**src/rtl/core/rea_pkg.sv**
```systemverilog
// Shared types, constants and helper functions for the rotary encoder accelerator.
package rea_pkg;

	// Default widths of the position and velocity state
	localparam int VALUE_BITS_DEF = 16;
	localparam int SPEED_BITS_DEF = 16;

	// Fixed behaviour constants
	localparam int PLAIN_SPEED = 1500;
	localparam int DECAY_STEP  = 2;
	localparam int VEL_INC     = 2;
	localparam int CURVE_LEN   = 5;
	localparam int GAIN_BITS   = 9;

	localparam int CURVE_TAB [CURVE_LEN] = '{VEL_INC * 8, VEL_INC * 10, VEL_INC * 15,
		VEL_INC * 30, VEL_INC * 50};

	// Port widths
	localparam int OUT_VALUE_BITS = 16;
	localparam int OUT_SPEED_BITS = 16;
	localparam int CFG_IDX_BITS   = 2;
	localparam int CFG_DATA_BITS  = 16;
	localparam int LIMIT_BITS     = 15;

	// Configuration register indexes
	localparam logic [CFG_IDX_BITS-1:0] CFG_ACCEL_ENABLE   = 2'd0;
	localparam logic [CFG_IDX_BITS-1:0] CFG_VELOCITY_LIMIT = 2'd1;
	localparam logic [CFG_IDX_BITS-1:0] CFG_VALUE_FLOOR    = 2'd2;
	localparam logic [CFG_IDX_BITS-1:0] CFG_VALUE_CEILING  = 2'd3;

	// Decoded direction codes
	localparam logic [1:0] DIR_NONE = 2'b00;
	localparam logic [1:0] DIR_CW   = 2'b01;
	localparam logic [1:0] DIR_CCW  = 2'b11;

	typedef struct packed {
		logic                      accel_enable;
		logic [LIMIT_BITS-1:0]     velocity_limit;
		logic [OUT_VALUE_BITS-1:0] value_floor;
		logic [OUT_VALUE_BITS-1:0] value_ceiling;
	} cfg_t;

	// Both negative patterns count as counterclockwise
	function automatic logic [1:0] dir_decode(input logic [1:0] raw);
		logic [1:0] d;
		case (raw) inside
			2'b10, 2'b11: d = DIR_CCW;
			2'b01:        d = DIR_CW;
			default:      d = DIR_NONE;
		endcase
		return d;
	endfunction

	// (idx + 1) mod 5 for any 3-bit index
	function automatic logic [2:0] next_index(input logic [2:0] idx);
		logic [2:0] n;
		if (idx >= 3'd4) n = idx - 3'd4;
		else             n = idx + 3'd1;
		return n;
	endfunction

	// curve[idx] * idx, zero outside the curve
	function automatic logic [GAIN_BITS-1:0] curve_gain(input logic [2:0] idx);
		logic [GAIN_BITS-1:0] g;
		if (int'(idx) < CURVE_LEN) g = GAIN_BITS'(CURVE_TAB[idx] * int'(idx));
		else                       g = '0;
		return g;
	endfunction

endpackage

```
**src/rtl/core/rotary_encoder_accelerator_core.sv**
```systemverilog
// Top level of the rotary encoder accelerator: input stage, state and result register.
//
// Usage
//  - Input channel (in_valid/in_ready, step_dir): one detent item per handshake,
//    step_dir 0 = no movement, 1 = clockwise, 2 or 3 = counterclockwise.
//  - Result channel (out_valid/out_ready): one item per input item, in order,
//    carrying position_value, value_changed and the signed speed_now.
//  - Config channel (cfg_valid/cfg_ready, cfg_index, cfg_data): index 0 accel
//    enable, 1 velocity limit, 2 value floor, 3 value ceiling. cfg_ready is
//    always high; write only while no items are in flight.
//  - Path: an accepted item waits in the input stage, is computed from the state
//    as it moves into the result register, and is shown on the result ports from then on.
//  - Throughput: one item per cycle while out_ready is high; the velocity/position
//    update is one pass of logic from the input stage into result register and state.
//  - Reset (arst_n low): config returns to accel on, limit 1500, floor 0,
//    ceiling 65535; position, velocity, curve index and last direction go to
//    zero; both stages empty.
//  - Stall: a waiting result holds; the input stage takes one more item and
//    then in_ready falls until out_ready returns.
module rotary_encoder_accelerator_core #(
	parameter int VALUE_BITS = rea_pkg::VALUE_BITS_DEF,
	parameter int SPEED_BITS = rea_pkg::SPEED_BITS_DEF
) (
	input  logic                                     clk,
	input  logic                                     arst_n,
	input  logic                                     in_valid,
	output logic                                     in_ready,
	input  logic signed [1:0]                        step_dir,
	output logic                                     out_valid,
	input  logic                                     out_ready,
	output logic [rea_pkg::OUT_VALUE_BITS-1:0]       position_value,
	output logic                                     value_changed,
	output logic signed [rea_pkg::OUT_SPEED_BITS-1:0] speed_now,
	input  logic                                     cfg_valid,
	output logic                                     cfg_ready,
	input  logic [rea_pkg::CFG_IDX_BITS-1:0]         cfg_index,
	input  logic [rea_pkg::CFG_DATA_BITS-1:0]        cfg_data
);
	import rea_pkg::*;

	cfg_t cfg;

	// Input stage
	logic       valid_s1;
	logic [1:0] step_s1;

	// Result stage
	logic                              valid_s2;
	logic [OUT_VALUE_BITS-1:0]         pos_s2;
	logic                              changed_s2;
	logic signed [OUT_SPEED_BITS-1:0]  speed_s2;

	// Encoder state
	logic [VALUE_BITS-1:0]        pos_q;
	logic signed [SPEED_BITS-1:0] speed_q;
	logic [2:0]                   idx_q;
	logic [1:0]                   last_dir_q;

	logic [VALUE_BITS-1:0]        pos_next;
	logic signed [SPEED_BITS-1:0] speed_next;
	logic [2:0]                   idx_next;
	logic [1:0]                   last_dir_next;
	logic                         changed;

	logic advance;

	assign cfg_ready = 1'b1;

	rea_cfg_regs u_cfg (
		.clk       (clk),
		.arst_n    (arst_n),
		.cfg_valid (cfg_valid),
		.cfg_index (cfg_index),
		.cfg_data  (cfg_data),
		.cfg       (cfg)
	);

	rea_update #(
		.VALUE_BITS (VALUE_BITS),
		.SPEED_BITS (SPEED_BITS)
	) u_update (
		.cfg           (cfg),
		.step_raw      (step_s1),
		.pos           (pos_q),
		.speed         (speed_q),
		.idx           (idx_q),
		.last_dir      (last_dir_q),
		.pos_next      (pos_next),
		.speed_next    (speed_next),
		.idx_next      (idx_next),
		.last_dir_next (last_dir_next),
		.changed       (changed)
	);

	// The held item moves on whenever the result register is free or emptying
	assign advance  = valid_s1 && (!valid_s2 || out_ready);
	assign in_ready = !valid_s1 || advance;

	always_ff @(posedge clk or negedge arst_n) begin
		if (!arst_n) begin
			valid_s1 <= 1'b0;
		end else if (in_ready) begin
			valid_s1 <= in_valid;
		end
	end

	always_ff @(posedge clk) begin
		if (in_valid && in_ready) begin
			step_s1 <= step_dir;
		end
	end

	always_ff @(posedge clk or negedge arst_n) begin
		if (!arst_n) begin
			valid_s2 <= 1'b0;
		end else if (advance) begin
			valid_s2 <= 1'b1;
		end else if (out_ready) begin
			valid_s2 <= 1'b0;
		end
	end

	// Result payload: position zero-extended or cut to 16 bits, speed sign-extended or cut
	always_ff @(posedge clk) begin
		if (advance) begin
			pos_s2     <= OUT_VALUE_BITS'(pos_next);
			changed_s2 <= changed;
			speed_s2   <= OUT_SPEED_BITS'(speed_next);
		end
	end

	// State is updated exactly once per item, as it enters the result register
	always_ff @(posedge clk or negedge arst_n) begin
		if (!arst_n) begin
			pos_q      <= '0;
			speed_q    <= '0;
			idx_q      <= '0;
			last_dir_q <= DIR_NONE;
		end else if (advance) begin
			pos_q      <= pos_next;
			speed_q    <= speed_next;
			idx_q      <= idx_next;
			last_dir_q <= last_dir_next;
		end
	end

	assign out_valid      = valid_s2;
	assign position_value = pos_s2;
	assign value_changed  = changed_s2;
	assign speed_now      = speed_s2;

endmodule

```
**src/rtl/core/rea_cfg_regs.sv**
```systemverilog
// Configuration register bank of the rotary encoder accelerator.
module rea_cfg_regs (
	input  logic                               clk,
	input  logic                               arst_n,
	input  logic                               cfg_valid,
	input  logic [rea_pkg::CFG_IDX_BITS-1:0]   cfg_index,
	input  logic [rea_pkg::CFG_DATA_BITS-1:0]  cfg_data,
	output rea_pkg::cfg_t                      cfg
);
	import rea_pkg::*;

	cfg_t cfg_q;

	always_ff @(posedge clk or negedge arst_n) begin
		if (!arst_n) begin
			cfg_q.accel_enable   <= 1'b1;
			cfg_q.velocity_limit <= LIMIT_BITS'(PLAIN_SPEED);
			cfg_q.value_floor    <= '0;
			cfg_q.value_ceiling  <= '1;
		end else if (cfg_valid) begin
			unique case (cfg_index)
				CFG_ACCEL_ENABLE:   cfg_q.accel_enable   <= cfg_data[0];
				CFG_VELOCITY_LIMIT: cfg_q.velocity_limit <= cfg_data[LIMIT_BITS-1:0];
				CFG_VALUE_FLOOR:    cfg_q.value_floor    <= cfg_data[OUT_VALUE_BITS-1:0];
				CFG_VALUE_CEILING:  cfg_q.value_ceiling  <= cfg_data[OUT_VALUE_BITS-1:0];
				default:            cfg_q <= cfg_q;
			endcase
		end
	end

	assign cfg = cfg_q;

endmodule

```
**src/rtl/core/rea_update.sv**
```systemverilog
// Next-state logic: velocity, curve index, direction and clamped position for one item.
module rea_update #(
	parameter int VALUE_BITS = rea_pkg::VALUE_BITS_DEF,
	parameter int SPEED_BITS = rea_pkg::SPEED_BITS_DEF
) (
	input  rea_pkg::cfg_t                 cfg,
	input  logic [1:0]                    step_raw,
	input  logic [VALUE_BITS-1:0]         pos,
	input  logic signed [SPEED_BITS-1:0]  speed,
	input  logic [2:0]                    idx,
	input  logic [1:0]                    last_dir,
	output logic [VALUE_BITS-1:0]         pos_next,
	output logic signed [SPEED_BITS-1:0]  speed_next,
	output logic [2:0]                    idx_next,
	output logic [1:0]                    last_dir_next,
	output logic                          changed
);
	import rea_pkg::*;

	localparam int MW = (VALUE_BITS > SPEED_BITS) ? VALUE_BITS : SPEED_BITS;
	localparam int AW = ((MW > OUT_VALUE_BITS) ? MW : OUT_VALUE_BITS) + 2;

	localparam logic signed [SPEED_BITS:0] SMAX = {2'b00, {(SPEED_BITS-1){1'b1}}};
	localparam logic signed [SPEED_BITS:0] SMIN = {2'b11, {(SPEED_BITS-1){1'b0}}};
	localparam logic signed [SPEED_BITS-1:0] DECAY_S = SPEED_BITS'(DECAY_STEP);
	localparam logic signed [SPEED_BITS-1:0] PLAIN_S = SPEED_BITS'(PLAIN_SPEED);

	logic [1:0] dir;
	logic       moved;
	logic       same_dir;

	assign dir      = dir_decode(step_raw);
	assign moved    = (dir != DIR_NONE);
	assign same_dir = (last_dir == dir);

	// Velocity, curve index and direction
	always_comb begin
		logic signed [SPEED_BITS:0] base;
		logic signed [SPEED_BITS:0] gain_s;
		logic signed [SPEED_BITS:0] sum;
		logic [2:0]                 idx_n;

		idx_n  = same_dir ? next_index(idx) : 3'd0;
		base   = same_dir ? (SPEED_BITS+1)'(speed) : '0;
		gain_s = signed'((SPEED_BITS+1)'(curve_gain(idx_n)));
		if (dir == DIR_CCW) gain_s = -gain_s;
		sum = base + gain_s;

		idx_next      = idx;
		last_dir_next = last_dir;
		if (!cfg.accel_enable) begin
			if (dir == DIR_CW)       speed_next = PLAIN_S;
			else if (dir == DIR_CCW) speed_next = -PLAIN_S;
			else                     speed_next = '0;
		end else if (!moved) begin
			if (speed >= DECAY_S)       speed_next = speed - DECAY_S;
			else if (speed <= -DECAY_S) speed_next = speed + DECAY_S;
			else                        speed_next = '0;
		end else begin
			idx_next      = idx_n;
			last_dir_next = dir;
			if (sum > SMAX)      speed_next = SMAX[SPEED_BITS-1:0];
			else if (sum < SMIN) speed_next = SMIN[SPEED_BITS-1:0];
			else                 speed_next = sum[SPEED_BITS-1:0];
		end
	end

	// Position: limit the step, then clamp to the window and to the value width
	always_comb begin
		logic signed [AW-1:0] lim_w;
		logic signed [AW-1:0] v_w;
		logic signed [AW-1:0] pos_w;
		logic signed [AW-1:0] nv_w;
		logic signed [AW-1:0] floor_w;
		logic signed [AW-1:0] ceil_w;
		logic signed [AW-1:0] vmax_w;

		lim_w   = signed'(AW'(cfg.velocity_limit));
		v_w     = AW'(speed_next);
		pos_w   = signed'(AW'(pos));
		floor_w = signed'(AW'(cfg.value_floor));
		ceil_w  = signed'(AW'(cfg.value_ceiling));
		vmax_w  = signed'(AW'({VALUE_BITS{1'b1}}));

		if (v_w > lim_w)  v_w = lim_w;
		if (v_w < -lim_w) v_w = -lim_w;
		nv_w = pos_w + v_w;
		if (nv_w < floor_w)     nv_w = floor_w;
		else if (nv_w > ceil_w) nv_w = ceil_w;
		if (nv_w > vmax_w)      nv_w = vmax_w;
		if (nv_w < 0)           nv_w = '0;

		pos_next = moved ? nv_w[VALUE_BITS-1:0] : pos;
	end

	assign changed = (pos_next != pos);

endmodule

```
**config.mk**
```make
export PLATFORM = sky130hd
export DESIGN_NAME = rotary_encoder_accelerator_core
export DESIGN_NICKNAME = d
export VERILOG_FILES = /design/src/rtl/core/rea_pkg.sv /design/src/rtl/core/rotary_encoder_accelerator_core.sv /design/src/rtl/core/rea_cfg_regs.sv /design/src/rtl/core/rea_update.sv
export SDC_FILE = /design/constraint.sdc
export NUM_CORES = 1
export LEC_CHECK = 0
export ABC_AREA = 1
export ABC_CLOCK_PERIOD_IN_PS = 13700
export BUFFER_PORTS_ARGS = -buffer_cell sky130_fd_sc_hd__clkbuf_2
export CORE_UTILIZATION = 40
export CTS_CLUSTER_SIZE = 10
export DETAILED_ROUTE_END_ITERATION = 10
export PLACE_DENSITY = 0.61
export SLEW_MARGIN = 20
export SYNTH_ARGS = -nofsm -noshare
export SYNTH_HDL_FRONTEND = slang
export SYNTH_HIERARCHICAL = 1
export SYNTH_SLANG_ARGS = --single-unit
```
**constraint.sdc**
```tcl
create_clock -name clk -period 13.7 [get_ports clk]
set_clock_uncertainty 0.2 [all_clocks]
set_input_delay 2.74 -clock clk [delete_from_list [all_inputs] [get_ports clk]]
set_output_delay 2.74 -clock clk [all_outputs]
set_load 0.005 [all_outputs]
```
==> impl_metrics.env, run 1 <==
export IMPL_status="complete, no violations"
export IMPL_syn_to_final_growth_pct=12.2
export IMPL_cts_sinks=122
export IMPL_start_util=0.409
export IMPL_ant_nets=0
export IMPL_worstHoldStart="u_cfg/cfg[31]"
export IMPL_endpoint_kind="register"
export IMPL_finalMaxSlewViolations=0
export IMPL_hold_ws_ps=273
export IMPL_cp_slowest_stage_delay_ps=450
export IMPL_fin_crit_ps=12730
export IMPL_rows=60
export IMPL_gp_congestion=0.937
export IMPL_rr_startpoint="idx_q[0]"
export IMPL_hold_path_class="register to register"
export IMPL_n_fill_cell=2778
export IMPL_yosysUniqueCellTypes=54
export IMPL_reg2regPathDepth=79
export IMPL_drt_pass1_iterations=5
export IMPL_worst_pin_slew_ps=1060
export IMPL_drt_initial_drc_count=971
export IMPL_place_ws_ps=125
export IMPL_grt_overflow=0
export IMPL_max_freq_mhz=78.6
export IMPL_leakagePower_uw=0.00626
export IMPL_dr_total_vias=10632
export IMPL_nNetsFinal=1734
export IMPL_die_w_um=168
export IMPL_yosysSeqAreaShare=0.295
export IMPL_tritoncts="built"
export IMPL_drive_gt1_frac=0.138
export IMPL_irDropWorstVdd_uv=127
export IMPL_synth_edf_count=35
export IMPL_grt_pass1_wl_mm=52.0
export IMPL_die_h_um=168
export IMPL_vias_per_cell=5.45
export IMPL_postCtsHoldBufs=0
export IMPL_routed_wire_length_per_instance_um=16.9
export IMPL_ff2ff_setup_slack_ps=970
export IMPL_fin_cells=1952
export IMPL_required_ps=13680
export IMPL_antennaDiodeCount=0
export IMPL_worstPathArrival_ps=12710
export IMPL_synthCells=1545
export IMPL_timing_final_ws_setup_ps=972
export IMPL_clockRootBuffer="clkbuf_16"
export IMPL_whs_path_depth=2
export IMPL_cp_start_kind="register"
export IMPL_io_buffers=59
export IMPL_grt_max_degree=58
export IMPL_maxSlewHeadroom=0.294
export IMPL_drc=0
export IMPL_async_flop_share=0.713
export IMPL_synth_area_um2=11000
export IMPL_clock_path_buffers=2
export IMPL_cts_made_buffers=17
export IMPL_dp_cells=1906
export IMPL_clk_pin_slew_ps=70
export IMPL_routed_wirelength_mm=33.0
export IMPL_cts_htree_levels=4
export IMPL_dieArea_um2=28300
export IMPL_dp_hpwl_mm=25.2
export IMPL_io_pins=61
export IMPL_synth_warnings=6
export IMPL_insertion_delay_ps=430
export IMPL_max_cap_violations=0
export IMPL_grt_pass1_vias=9623
export IMPL_multi_input_area_um2=6810
export IMPL_crit_type="register to register"
export IMPL_cpMaxStageDelayCell="o32a_1"
export IMPL_fin_crit_sh=0.929
export IMPL_utilization=0.459
export IMPL_finalHoldViolCount=0
export IMPL_avgSynthCellArea_um2=7.15
export IMPL_worstReg2RegEnd="value_changed"
export IMPL_antenna_found_initial=0
export IMPL_grtUsageTotal=0.235
export IMPL_fp_coreArea_um2=27000
export IMPL_synth_ff_type="dfrtp_1"
export IMPL_register_area_um2=3260
export IMPL_final_setup_tns_ps=0
export IMPL_critPathMostFrequentCell="nand2_1"
export IMPL_synth_seq_cells=122
export IMPL_holdPathEnd="u_cfg/cfg[31]"
export IMPL_powerDensity_nw_per_um2=283
export IMPL_worstPathMaxFanout=12
export IMPL_setup_viol=0
## synthesized netlist by cell type, types with 2 or more instances
| library cell | instances | share of area |
|---|---|---|
| nand4_1 | 69 | 0.039 |
| a31oi_1 | 8 | 0.0045 |
| edfxtp_1 | 35 | 0.095 |
| clkbuf_1 | 18 | 0.0061 |
| nand2_4 | 2 | 0.0020 |
| xor2_1 | 46 | 0.036 |
| a21boi_0 | 2 | 0.0014 |
| nor3_1 | 18 | 0.0082 |
| buf_2 | 15 | 0.0068 |
| o211ai_1 | 5 | 0.0034 |
| inv_6 | 2 | 0.0016 |
| o21bai_1 | 5 | 0.0034 |
| inv_1 | 177 | 0.060 |
| inv_2 | 8 | 0.0027 |
| nand3_1 | 141 | 0.064 |
| nor2_2 | 5 | 0.0028 |
| a21oi_1 | 79 | 0.036 |
| a21oi_2 | 4 | 0.0032 |
| o221ai_1 | 8 | 0.0063 |
| ha_1 | 109 | 0.12 |
| dfstp_2 | 24 | 0.057 |
| clkbuf_4 | 2 | 0.0014 |
| dfrtp_1 | 63 | 0.14 |
| o21ai_1 | 2 | 0.00091 |
| fa_1 | 2 | 0.0036 |
| nor2_1 | 85 | 0.029 |
| nor4_1 | 2 | 0.0011 |
| buf_4 | 13 | 0.0088 |
| a21o_1 | 4 | 0.0027 |
| o21a_1 | 3 | 0.0020 |
| a211oi_1 | 2 | 0.0014 |
| nand2_1 | 436 | 0.15 |
| nand2_2 | 7 | 0.0040 |
| conb_1 | 3 | 0.0010 |
| o31ai_1 | 3 | 0.0020 |
| o21ai_0 | 89 | 0.040 |
| nor3b_1 | 2 | 0.0014 |
| nand3_4 | 4 | 0.0063 |
| buf_6 | 13 | 0.013 |
| nand3_2 | 3 | 0.0027 |
| xnor2_1 | 14 | 0.011 |
## worst max path at each step
stage	start	to	slack, ps	cells past startpoint
after detailed placement	step_s1[1]	value_changed	120	86
after CTS	step_s1[1]	value_changed	50	86
after global routing	step_s1[1]	value_changed	-160	84
after floorplan	step_s1[1]	value_changed	510	95
final	idx_q[0]	value_changed	970	79
after global placement	step_s1[1]	value_changed	450	86
## layer usage
metal,routed length [um],vias to the layer above,global-route usage
met2,14700,301,0.361
met3,1630,40,0.0195
met5,0,-,0
met4,878,0,0.0968
li1,-,5278,-
met1,15900,5013,0.340
## state kept, by name, indices dropped and copies added (netlist names)
signal and cells:
out_valid 1, pos_q 16, speed_now 16, value_changed 1
step_s1 2, position_value 16, u_cfg/cfg 48, speed_q 16
idx_q 3, last_dir_q 2, valid_s1 1
## logic make-up after synthesis
kind of cell / share of synthesized area
AOI/OAI and AO/OA: 0.113
xor gates and xnor gates: 0.0476
adders and majority gates: 0.127
buffers and inverters: 0.104
DFF: 0.295
other: 0.00102
and+or+nand+nor: 0.312
## power by group
| group | leakage, uW | internal (uW) | total [uW] | switching [uW] |
|---|---|---|---|---|
| sequential | 0.00138 | 520 | 641 | 122 |
| combinational | 0.00458 | 863 | 2380 | 1520 |
| clock | 0.000311 | 294 | 486 | 192 |
| total | 0.00626 | 1680 | 3510 | 1830 |
## timing repair
| action | in CTS | in global routing |
|---|---|---|
| buffers inserted | 0 | 11 |
| hold endpoints to repair | 0 | 0 |
| gates resized for setup | 0 | 44 |
| setup endpoints to repair | 0 | 33 |
## cell type report
type	instances	area share
Clock buffer	17	0.0343
Inverter	187	0.0574
Tap cell	341	0.0344
Clock inverter	15	0.0164
Multi-Input combinational cell	1176	0.549
Sequential cell	122	0.263
Timing Repair Buffer	94	0.0452
## stage by stage
stage / total power (uW) / cell area [um2]
after detailed placement: 2850 / 11500
after global routing: 3850 / 12400
after global placement: 2810 / 11500
final: 3510 / 12400
after floorplan: 2290 / 11100
after CTS: 3360 / 12100
## layout by cell type, fill, tap and decap left out, types with 10 or more instances in the layout
master,n
nand2_1,435
inv_1,174
nand3_1,141
ha_1,108
nor2_1,81
o21ai_0,80
a21oi_1,73
nand4_1,69
dfrtp_1,63
clkbuf_2,58
xor2_1,44
buf_4,36
edfxtp_1,35
dfstp_2,24
clkbuf_16,17
nor3_1,15
xnor2_1,14
inv_2,10
a21oi_2,10
## critical path, delay by kind of cell, from the launching register on
family | cells | cell delay [ps]
compound gates | 23 | 3980
xor+xnor | 1 | 110
fa+ha+maj | 11 | 3300
buf+inv | 8 | 760
flops | 1 | 420
simple gates | 36 | 3660
Power figures use the tool's default switching activity.
==> run 2: changes to the inputs <==
CELL_PAD_IN_SITES_DETAIL_PLACEMENT = 1   (was unset)
CELL_PAD_IN_SITES_GLOBAL_PLACEMENT = 1   (was unset)
PLACE_DENSITY = 0.78   (was 0.61)
TNS_END_PERCENT = 50   (was unset)
==> impl_metrics.env, run 2 (synthesis gave the netlist of run 1 again) <==
export IMPL_io_buffers=59
export IMPL_hold_ws_ps=271
export IMPL_ff2ff_setup_slack_ps=610
export IMPL_cts_sinks=122
export IMPL_endpoint_kind="register"
export IMPL_cp_start_kind="register"
export IMPL_max_freq_mhz=76.4
export IMPL_timing_final_ws_setup_ps=606
export IMPL_status="complete, no violations"
export IMPL_final_cell_mix="433 x nand2_1, 173 x inv_1, 133 x nand3_1"
export IMPL_final_setup_tns_ps=0
export IMPL_drive_gt1_frac=0.156
export IMPL_drt_initial_drc_count=666
export IMPL_required_ps=13700
export IMPL_switching_share=0.546
export IMPL_vias_per_cell=5.63
export IMPL_worstPathMaxFanout=14
export IMPL_grt_max_degree=54
export IMPL_critPathMostFrequentCell="nand2_1"
export IMPL_syn_to_final_growth_pct=13.8
export IMPL_irDropWorstVdd_uv=115
export IMPL_ant_nets=0
export IMPL_power_switching_uw=2020
export IMPL_tritoncts="built"
export IMPL_leakagePower_uw=0.00631
export IMPL_die_w_um=168
export IMPL_finalMaxSlewViolations=0
export IMPL_drt_pass1_iterations=5
export IMPL_clk_pin_slew_ps=70
export IMPL_worst_pin_slew_ps=1060
export IMPL_gp_congestion=0.933
export IMPL_hold_path_class="register to register"
export IMPL_max_cap_violations=0
export IMPL_powerDensity_nw_per_um2=294
export IMPL_finalHoldViolCount=0
export IMPL_place_ws_ps=-524
export IMPL_fp_coreArea_um2=27000
export IMPL_fin_area_um2=12600
export IMPL_fin_crit_sh=0.956
export IMPL_dieArea_um2=28300
export IMPL_worstPathArrival_ps=13090
export IMPL_power_frac_comb=0.705
export IMPL_nNetsFinal=1747
export IMPL_grt_overflow=0
export IMPL_maxSlewHeadroom=0.294
export IMPL_cts_made_buffers=17
export IMPL_cpMaxStageDelayCell="dfrtp_1"
export IMPL_placed_area_um2=11500
export IMPL_grt_pass1_vias=10867
export IMPL_antenna_found_initial=0
export IMPL_start_util=0.409
export IMPL_grtUsageTotal=0.265
export IMPL_io_pins=61
export IMPL_fin_crit_ps=13090
export IMPL_postCtsHoldBufs=0
export IMPL_drc=0
export IMPL_pwr_share_clk=0.121
export IMPL_clockRootBuffer="clkbuf_16"
export IMPL_die_h_um=168
export IMPL_cts_htree_levels=4
export IMPL_clock_path_buffers=2
export IMPL_cp_slowest_stage_delay_ps=400
export IMPL_routed_wirelength_mm=37.9
export IMPL_antennaDiodeCount=0
export IMPL_setup_viol=0
export IMPL_grt_pass1_wl_mm=58.3
export IMPL_insertion_delay_ps=440
export IMPL_dr_total_vias=11056
export IMPL_final_common_cell="nand2_1"
export IMPL_rows=60
export IMPL_p_int_uw=1680
export IMPL_crit_type="register to register"
export IMPL_routed_wire_length_per_instance_um=19.3
export IMPL_dp_hpwl_mm=28.2
export IMPL_largest_reg_flops=48
export IMPL_seqPwrFrac=0.174
==> run 2: cell count changes in the layout (fill, tap and decap cells not counted), sizes merged <==
cell / delta
buf: +10
clkinvlp: +6
clkinv: -2
bufinv: -3
nand3: +1
clkdlybuf4s15: +1
==> run 2: per-layer routing <==
metal | track usage | share of wire | vias up
met5 | 0 | 0 | -
met4 | 0.110 | 0.035 | 0
met3 | 0.0275 | 0.035 | 72
met2 | 0.442 | 0.47 | 256
met1 | 0.352 | 0.46 | 5438
li1 | - | - | 5290
==> run 2: layout make-up <==
| type | count | area [um2] |
|---|---|---|
| Clock buffer | 17 | 425 |
| Clock inverter | 15 | 151 |
| Fill cell | 3483 | 14500 |
| Inverter | 187 | 721 |
| Multi-Input combinational cell | 1177 | 6930 |
| Sequential cell | 122 | 3260 |
| Tap cell | 341 | 427 |
| Timing Repair Buffer | 105 | 651 |
| Timing Repair inverter | 1 | 7.51 |
==> run 2: through the flow <==
stage / utilization / std cells / total power, uW
floorplan: - / 1546 / 2290
global placement: 0.425 / 1903 / 2820
detailed placement: 0.425 / 1903 / 2920
CTS: 0.449 / 1937 / 3440
global route: 0.465 / 1965 / 4010
finish: 0.465 / 1965 / 3700
==> run 2: final timing paths <==
path / start / end / depth (start not counted)
hold reg to reg: u_cfg/cfg[26] / u_cfg/cfg[26] / 2
setup / recovery: idx_q[1] / value_changed / 90
max in group asynchronous: arst_n / u_cfg/cfg[43] / 2
hold / removal: u_cfg/cfg[26] / u_cfg/cfg[26] / 2
setup reg to reg: idx_q[1] / value_changed / 90
min in group asynchronous: arst_n / idx_q[1] / 1
==> run 2: worst max-delay path: cells and delay by family (launching register included) <==
family	cells	cell delay, ps
AOI/OAI and AO/OA	26	4020
xor gates and xnor gates	1	290
adders and majority gates	11	3120
buffers and inverters	12	1210
DFF	1	400
and+or+nand+nor	40	3600
==> run 2: power by group through the flow <==
| stage | Clock [uW] | Combinational [uW] | Sequential [uW] |
|---|---|---|---|
| 2_1_floorplan | 0 | 1690 | 594 |
| 3_3_place_gp | 0 | 2180 | 645 |
| 3_5_place_dp | 0 | 2270 | 648 |
| 4_1_cts | 456 | 2340 | 643 |
| 5_1_grt | 466 | 2890 | 660 |
| 6_report | 449 | 2610 | 644 |
==> run 2: what timing repair did <==
action                                  in CTS  in global routing
gates resized for setup                      8                 70
cloned                                       1                  5
buffers inserted                             1                 23
endpoints found under the setup margin      33                 33
pin swaps                                    2                 27
